### src/sv/sps_pkg.sv
`timescale 1ns / 1ps

package sps_pkg;

  // result status codes
  typedef enum logic [1:0] {
    StatusOk       = 2'd0,
    StatusInvalid  = 2'd1,
    StatusOverflow = 2'd2
  } status_e;

  // sequencer states, one-hot
  typedef enum logic [6:0] {
    StIdle = 7'b0000001,
    StDiv  = 7'b0000010,
    StMul  = 7'b0000100,
    StRedA = 7'b0001000,
    StRedB = 7'b0010000,
    StChk  = 7'b0100000,
    StFin  = 7'b1000000
  } state_e;

endpackage

### src/sv/scaler_phase_step_calc.sv
`timescale 1ns / 1ps

// Scaler phase step calculator.
// Input channel: one beat carries src_size_i and dst_size_i, taken when
// in_valid_i is high and in_stall_o is low. Output channel: one beat per input
// beat with phase_step_o = floor(2^PHASE_SHIFT * src / dst) mod 2^32 and
// status_o (ok, invalid zero size, possible phase overflow).
// One item is worked at a time; in_stall_o is high from acceptance until the
// result moves into the output register. The quotient comes from a restoring
// divider that yields one bit per cycle. A downscale item then passes the
// multiply, first reduction, second reduction (skipped when no reduction is
// needed) and check states before the finish state; an upscale item goes from
// the divider to the finish state, and a zero size goes straight there. The
// overflow check uses one 32x17 multiply and up to two reduction steps.
// The output register holds a finished beat while out_stall_i is high; the
// next item may be accepted and computed meanwhile, and waits at the end of
// its sequence until the output register frees up.
// Reset clears the sequencer and output valid; nothing else needs clearing.
module scaler_phase_step_calc import sps_pkg::*; #(
  parameter int PHASE_SHIFT = 21
) (
  input  logic        clk_i,
  input  logic        rst_ni,
  input  logic        in_valid_i,
  output logic        in_stall_o,
  input  logic [15:0] src_size_i,
  input  logic [15:0] dst_size_i,
  output logic        out_valid_o,
  input  logic        out_stall_i,
  output logic [31:0] phase_step_o,
  output logic [1:0]  status_o
);

  localparam logic [31:0] Unit  = 32'd1 << PHASE_SHIFT;
  localparam logic [31:0] Limit = Unit + (Unit >> 1);
  localparam logic [31:0] Mask  = Unit - 32'd1;

  state_e      state_q, state_d;
  logic [15:0] src_q, src_d;
  logic [15:0] dst_q, dst_d;
  logic [31:0] step_q, step_d;
  logic [31:0] res_q, res_d;
  logic [31:0] r_q, r_d;
  logic [32:0] sum_q, sum_d;
  status_e     status_q, status_d;
  logic        ovld_q, ovld_d;
  logic [31:0] ostep_q, ostep_d;
  status_e     ostat_q, ostat_d;

  logic        in_acc;
  logic        out_free;
  logic        div_done;
  logic [31:0] div_quot;
  logic [16:0] dst_p1;
  logic [48:0] prod;

  assign in_acc   = in_valid_i && (state_q == StIdle);
  assign out_free = !ovld_q || !out_stall_i;

  // bit-serial divider
  sps_div #(
    .PHASE_SHIFT(PHASE_SHIFT)
  ) u_div (
    .clk_i  (clk_i),
    .rst_ni (rst_ni),
    .start_i(in_acc && (src_size_i != 16'd0) && (dst_size_i != 16'd0)),
    .src_i  (src_size_i),
    .dst_i  (dst_size_i),
    .done_o (div_done),
    .quot_o (div_quot)
  );

  // residue * (dst + 1), low 32 bits
  always_comb begin
    dst_p1 = {1'b0, dst_q} + 17'd1;
    prod   = {17'b0, res_q} * {32'b0, dst_p1};
  end

  // sequencer
  always_comb begin
    state_d  = state_q;
    src_d    = src_q;
    dst_d    = dst_q;
    step_d   = step_q;
    res_d    = res_q;
    r_d      = r_q;
    sum_d    = sum_q;
    status_d = status_q;
    ovld_d   = ovld_q && out_stall_i;
    ostep_d  = ostep_q;
    ostat_d  = ostat_q;
    unique case (state_q)
      StIdle: begin
        if (in_valid_i) begin
          src_d = src_size_i;
          dst_d = dst_size_i;
          if ((src_size_i == 16'd0) || (dst_size_i == 16'd0)) begin
            step_d   = '0;
            status_d = StatusInvalid;
            state_d  = StFin;
          end else begin
            state_d = StDiv;
          end
        end
      end
      StDiv: begin
        if (div_done) begin
          step_d = div_quot;
          res_d  = div_quot - Unit;
          if (src_q > dst_q) begin
            state_d = StMul;
          end else begin
            status_d = StatusOk;
            state_d  = StFin;
          end
        end
      end
      StMul: begin
        r_d     = prod[31:0];
        state_d = StRedA;
      end
      StRedA: begin
        // round the excess up to whole units
        sum_d = {1'b0, r_q - Limit} + {1'b0, Mask};
        if (r_q > Limit) begin
          state_d = StRedB;
        end else begin
          state_d = StChk;
        end
      end
      StRedB: begin
        r_d     = r_q - (sum_q[31:0] & ~Mask);
        state_d = StChk;
      end
      StChk: begin
        status_d = ((r_q > res_q) && (r_q < Unit)) ? StatusOverflow : StatusOk;
        state_d  = StFin;
      end
      StFin: begin
        if (out_free) begin
          ovld_d  = 1'b1;
          ostep_d = step_q;
          ostat_d = status_q;
          state_d = StIdle;
        end
      end
      default: state_d = StIdle;
    endcase
  end

  always_ff @(posedge clk_i or negedge rst_ni) begin
    if (!rst_ni) begin
      state_q <= StIdle;
      ovld_q  <= 1'b0;
    end else begin
      state_q <= state_d;
      ovld_q  <= ovld_d;
    end
  end

  // working and output payload registers
  always_ff @(posedge clk_i) begin
    src_q    <= src_d;
    dst_q    <= dst_d;
    step_q   <= step_d;
    res_q    <= res_d;
    r_q      <= r_d;
    sum_q    <= sum_d;
    status_q <= status_d;
    ostep_q  <= ostep_d;
    ostat_q  <= ostat_d;
  end

  assign in_stall_o   = (state_q != StIdle);
  assign out_valid_o  = ovld_q;
  assign phase_step_o = ostep_q;
  assign status_o     = ostat_q;

endmodule

### src/sv/sps_div.sv
`timescale 1ns / 1ps

// restoring divider, one quotient bit per cycle: (src << PHASE_SHIFT) / dst
module sps_div import sps_pkg::*; #(
  parameter int PHASE_SHIFT = 21
) (
  input  logic        clk_i,
  input  logic        rst_ni,
  input  logic        start_i,
  input  logic [15:0] src_i,
  input  logic [15:0] dst_i,
  output logic        done_o,
  output logic [31:0] quot_o
);

  localparam int NumBits = PHASE_SHIFT + 16;
  localparam int CntW    = $clog2(NumBits + 1);

  logic            busy_q, busy_d;
  logic            done_q, done_d;
  logic [CntW-1:0] cnt_q, cnt_d;
  logic [15:0]     num_q, num_d;
  logic [15:0]     dvsr_q, dvsr_d;
  logic [16:0]     rem_q, rem_d;
  logic [31:0]     quot_q, quot_d;
  logic [16:0]     rem_sh;
  logic [16:0]     diff;
  logic            ge;

  // shared compare and subtract
  always_comb begin
    rem_sh = {rem_q[15:0], num_q[15]};
    diff   = rem_sh - {1'b0, dvsr_q};
    ge     = rem_sh >= {1'b0, dvsr_q};
  end

  // iteration control
  always_comb begin
    busy_d = busy_q;
    done_d = 1'b0;
    cnt_d  = cnt_q;
    num_d  = num_q;
    dvsr_d = dvsr_q;
    rem_d  = rem_q;
    quot_d = quot_q;
    if (start_i) begin
      busy_d = 1'b1;
      cnt_d  = CntW'(NumBits);
      num_d  = src_i;
      dvsr_d = dst_i;
      rem_d  = '0;
      quot_d = '0;
    end else if (busy_q) begin
      num_d  = {num_q[14:0], 1'b0};
      rem_d  = ge ? diff : rem_sh;
      quot_d = {quot_q[30:0], ge};
      cnt_d  = cnt_q - CntW'(1);
      if (cnt_q == CntW'(1)) begin
        busy_d = 1'b0;
        done_d = 1'b1;
      end
    end
  end

  always_ff @(posedge clk_i or negedge rst_ni) begin
    if (!rst_ni) begin
      busy_q <= 1'b0;
      done_q <= 1'b0;
      cnt_q  <= '0;
    end else begin
      busy_q <= busy_d;
      done_q <= done_d;
      cnt_q  <= cnt_d;
    end
  end

  // datapath registers
  always_ff @(posedge clk_i) begin
    num_q  <= num_d;
    dvsr_q <= dvsr_d;
    rem_q  <= rem_d;
    quot_q <= quot_d;
  end

  assign done_o = done_q;
  assign quot_o = quot_q;

endmodule
### config.mk
export PLATFORM = sky130hd
export DESIGN_NAME = scaler_phase_step_calc
export DESIGN_NICKNAME = d
export VERILOG_FILES = /design/src/sv/sps_pkg.sv /design/src/sv/scaler_phase_step_calc.sv /design/src/sv/sps_div.sv
export SDC_FILE = /design/constraint.sdc
export NUM_CORES = 1
export LEC_CHECK = 0
export ABC_AREA = 1
export ABC_CLOCK_PERIOD_IN_PS = 8700
export BUFFER_PORTS_ARGS = -buffer_cell sky130_fd_sc_hd__buf_2
export CORE_ASPECT_RATIO = 0.75
export CORE_MARGIN = 2
export CORE_UTILIZATION = 55
export CTS_BUF_LIST = sky130_fd_sc_hd__clkbuf_4
export DETAILED_ROUTE_END_ITERATION = 8
export HOLD_SLACK_MARGIN = 0.15
export PLACE_DENSITY_LB_ADDON = 0.12
export RECOVER_POWER = 50
export REMOVE_ABC_BUFFERS = 1
export SYNTH_ARGS = -nofsm -noshare
export SYNTH_HDL_FRONTEND = slang
export SYNTH_SLANG_ARGS = --single-unit
### constraint.sdc
create_clock -name clk_i -period 8.7 [get_ports clk_i]
set_input_delay 1.305 -clock clk_i [delete_from_list [all_inputs] [get_ports clk_i]]
set_output_delay 1.305 -clock clk_i [all_outputs]
set_load 0.03 [all_outputs]
After elaboration in Yosys (flattened, before gate mapping):

Index checks and enable logic that the tools add are counted.

* flip-flop bits (word level): 292
* input port bits: 36
* output and inout bits: 36
* logic and storage cells: 99

* add/sub/neg operators: 7
* multiply operators: 1
* $lt $le $gt $ge: 5
* equality and inequality tests: 14
* multiplexer cells: 31
* reductions and logical operators: 23

Operators with widths (count)
* $pmux W32 S2: 2
* $mux W32: 3
* $sub A32 B22 Y32 const B: 2
* $pmux W7 S7: 1
* $mux W16: 3
* $mux W7: 5
* $add A32 B21 Y32 const B: 1
* $gt A32 B22 Y1 const B: 1
* $gt A32 B32 Y1: 1
* $logic_not A16 Y1: 2
* $lt A32 B22 Y1 const B: 1
* $mul A32 B17 Y32: 1
* $reduce_bool A16 Y1: 2
* $sub A32 B32 Y32: 1
* $mux W6: 3
* $add A16 B1 Y17 const B: 1
* $ge A17 B16 Y1: 1
* $gt A16 B16 Y1: 1
* $sub A16 B16 Y16: 1
* $mux W2: 5
* $mux W1: 8
* $eq A7 B1 Y1 const B: 1
* $eq A7 B2 Y1 const B: 1
* $eq A7 B3 Y1 const B: 1
* 19 further kinds: 32

Longest topological paths before layout:

* depth in word-level cells: 5
* gate-level depth with buffers: 36

Modules after synthesis:

Synthesis repeated with hierarchy kept, for this count alone.

* cell total of the unflattened synthesis: 2915
* area, all modules: 25209.2 um2

By module, submodules not included
* scaler_phase_step_calc: instances 1, cells an instance 2385, area an instance 20796.2 um2, seq. area each 5456.5 um2
* sps_div: instances 1, cells an instance 530, area an instance 4413.0 um2, seq. area each 2122.0 um2

Worst setup path after synthesis:

No wires, ideal clock.

* path kind: register to register
* start: reg dst_q[0]
* end: reg r_q[28] (data pin)
* setup time: 0.257 ns
* data arrival time: 6.512 ns
* required time: 8.443 ns
* slack: 1.931 ns
* cell stages (with the launch flop): 31
* path buffers: 2
* period minus slack after synthesis: 6.769 ns
* cells stage by stage: edfxtp_1 > ha_1 > nand2_2 > inv_2 > nand2_2 > nand2_2 > inv_2 > clkbuf_1 > buf_1 > nand2_1 > fa_1 > inv_1 > fa_1 > inv_1 > fa_1 > inv_1 > fa_1 > fa_1 > inv_1 > fa_1 > inv_1 > ha_1 > nand2_1 > nor2_1 > inv_1 > nor3_1 > nand3_1 > nand3_1 > a21oi_1 > or2_2 > a32o_1

* longest elaborated chain between the ends: 3

Ends and longest elaborated chain
* start: declaration: RTL line scaler_phase_step_calc.sv:40 `logic [15:0] dst_q, dst_d;`
* start signal: assignment: RTL line scaler_phase_step_calc.sv:164 `dst_q <= dst_d;`
* $add A16 B1 Y17: RTL line scaler_phase_step_calc.sv:75 `dst_p1 = {1'b0, dst_q} + 17'd1;`
* $mul A32 B17 Y32: RTL line scaler_phase_step_calc.sv:76 `prod = {17'b0, res_q} * {32'b0, dst_p1};`
* $pmux W32 S2: RTL line scaler_phase_step_calc.sv:92 `unique case (state_q)`
* named net r_d[28]: RTL line scaler_phase_step_calc.sv:43 `logic [31:0] r_q, r_d;`
* end signal: assignment: RTL line scaler_phase_step_calc.sv:167 `r_q <= r_d;`
* end: declaration: RTL line scaler_phase_step_calc.sv:43

The timed path passes the listed nets, and every way through them passes these cells.
A chain may end at the register's enable or synchronous reset.

Worst setup path after layout:

* start: reg dst_q[0]
* end: reg r_q[22] (data pin)

Same word-level chain as after synthesis.

==> qor.yml <==
status: "finished, violations left"
failed_checks: "max-capacitance violations, max-slew violations"
slew-limit-headroom_pct: -99.1
postSynthCellCount: 2863
core_um2: 44800
die_x_um: 250
via_per_inst: 5.44
multi_input_area_um2: 14300
dr_total_vias: 19500
cp_top_family: "adder cells"
cts_tree: "done"
fin_cells: 3590
slowest_stage: "inv_1"
skew_ns: 0.0673
r2r_start: "dst_q[0]$_DFFE_PP_"
nets: 3449
wl_per_cell_um: 20.4
dr.pass1.iters: 7
hold_class: "reg -> reg"
path_class: "reg -> reg"
regArea_um2: 7580
cts.sinks: 271
cp-start-kind: "flop"
whs_path_depth: 0
synth_seq_cells: 271
worst-path-buf-inv: 8
netlist_area_um2: 25000
ios: 72
tns_ns: 0
cts_root_buffer: "clkbuf_4"
ant_nets: 0
drc: 0
gp_congestion: 0.999
cts_buffers: 71
max_stage_delay_ns: 0.59
syn_to_final_growth_pct: 7.01
grt_pass1_vias: 20200
grt_pass1_wl_mm: 115
final_util_pct: 59.7
cts_hold_buf: 0
rsz0062_at_grt: "false"
overflow: 0
clk_pin_slew_ns: 0.07
arrival_ns: 8.68
synth_edf_count: 207
endpoint_kind: "flop"
setup_violations: 0
synth.distinct_cells: 57
clock.fmax_ghz: 0.122
row_count: 67
post_cts.repair.setup_buffers: 0
drive_gt1_share_pct: 7.16
r2r_end: "r_q[22]$_DFFE_PP_"
clk_path_buf_depth: 3
yosysMostFrequentCell: "inv_1"
cp.required_ns: 9.19
synth-seq-area-share_pct: 30.4
hold_end: "phase_step_o[21]$_DFFE_PP_"
dp_hpwl_mm: 58.5
track_usage_pct: 32.6
wirelength_mm: 73.3
io_buffers: 71
ys.flop_type: "edfxtp_1"
hp-start: "step_q[21]$_SDFFCE_PN0P_"
synth_top_area_share_pct: 25.7
hold_viol: 0
fillers: 4066
grt_antenna_before_repair: 4
fin_crit_sh_pct: 94.1
worst_slew_pin_slew_ns: 2.98
critPathMostFrequentCell: "inv_1"
syn_avg_cell_area_um2: 8.72
path_max_fanout: 12
synth_common_cells: "707 x inv_1, 597 x nand2_1, 321 x fa_1, 247 x nor2_1, 207 x edfxtp_1"
floorplan.initialDensity_pct: 55.8
dieArea_um2: 47100
drv_cap: 4
dieHeight_um: 189
post-route-min-period_ns: 8.19
reg2reg_slack_ns: 0.51
synth_area_leaders: "fa_1 26%, edfxtp_1 25%, inv_1 11%, nand2_1 9.0%, ha_1 7.3%"
drt-initial-drc-count: 1714
r2r_cells: 31
insertion_delay_ns: 0.82
grt_max_degree: 40
htreeDepth: 3
synth_warnings: 0
dp.cells: 3460
async_reset_ff_share_pct: 5.90
yosys.area.top_type: "fa_1"
drv_slew: 140
-- what timing repair did --
| item | CTS | global route |
|---|---|---|
| resized for setup | 0 | 2 |
| endpoints found under the hold margin | 0 | 0 |
| setup endpoints to repair | 0 | 3 |
-- flip-flops by register name, summed over array words and instances, names as in the netlist, 7 cells and up --
signal	cells
phase_step_o	32
r_q	32
res_q	32
step_q	32
u_div.quot_o	32
dst_q	16
src_q	16
u_div.dvsr_q	16
u_div.num_q	16
u_div.rem_q	16
sum_q	11
state_q	7
-- worst register-to-register path: cells and delay by family (launching register included) --
family / cells / cell delay [ns]
simple gates: 8 / 1.27
fa+ha+maj: 8 / 3.60
compound gates: 7 / 1.44
flops: 1 / 0.51
buf+inv: 8 / 1.05
-- area by class of cell --
cell class,instances,area share [%]
Tap cell,586,2.74
Inverter,728,10.3
Clock buffer,101,2.84
Timing Repair Buffer,86,1.54
Multi-Input combinational cell,1789,53.7
Clock inverter,26,0.548
Antenna cell,3,0.0281
Sequential cell,271,28.4
-- per-layer routing --
metal  wire length (um)  up-vias  GRT usage (%)
li1                   -     8962              -
met1              31500     9462           45.4
met2              30000      940           46.7
met3               9390      157           13.1
met4               2350        2           10.3
met5                 13        -              0
-- through the flow --
stage	area (um2)	worst slack, ns	hold WS, ns
2_1_floorplan	24700	1.82	0.400
3_3_place_gp	25900	0.730	0.407
3_5_place_dp	25900	0.528	0.405
4_1_cts	26800	0.402	0.389
5_1_grt	26700	0.0463	0.416
6_report	26700	0.509	0.409
-- worst max path at each step --
stage / start / endpoint / slack [ns] / cells after the start
final: dst_q[0]$_DFFE_PP_ / r_q[22]$_DFFE_PP_ / 0.51 / 31
after global routing: dst_q[0]$_DFFE_PP_ / r_q[22]$_DFFE_PP_ / 0.05 / 31
after CTS: dst_q[0]$_DFFE_PP_ / r_q[22]$_DFFE_PP_ / 0.40 / 29
after detailed placement: dst_q[0]$_DFFE_PP_ / r_q[22]$_DFFE_PP_ / 0.53 / 29
after global placement: dst_q[0]$_DFFE_PP_ / r_q[22]$_DFFE_PP_ / 0.73 / 30
after floorplan: dst_q[0]$_DFFE_PP_ / r_q[22]$_DFFE_PP_ / 1.82 / 29
-- cells by family (layout without fill, tap and decap cells) --
family | after synthesis | after routing | share of synthesized area (%)
flip-flops | 271 | 271 | 30.4
XOR/XNOR | 33 | 33 | 1.16
adder cells (fa/ha/maj) | 466 | 466 | 33.0
buffers and inverters | 803 | 941 | 12.2
AO/OA/AOI/OAI | 253 | 253 | 5.95
AND/OR/NAND/NOR | 1037 | 1037 | 17.4
other | 0 | 3 | 0
-- placed cells by master, fill, tap and decap left out, drive strengths merged, types with 6 or more instances in the layout --
master  Yosys  routed
ha        145     145
dfxtp      48      48
buf        13      49
inv       721     721
nor4       21      21
nor2      256     256
dfrtp      15      15
edfxtp    207     207
a211oi      6       6
clkbuf     62     138
xnor2      11      11
nand3      83      83
clkinv      7      28
o21bai     10      10
nand2     615     615
nor3       18      18
a22oi      32      32
xor2       22      22
fa        321     321
a31oi      10      10
nand4      29      29
o21ai      76      76
o211ai      7       7
a21oi      95      95
Power is not shown: default switching activity piles up to over one toggle a cycle in this logic, so the estimate is an artifact.
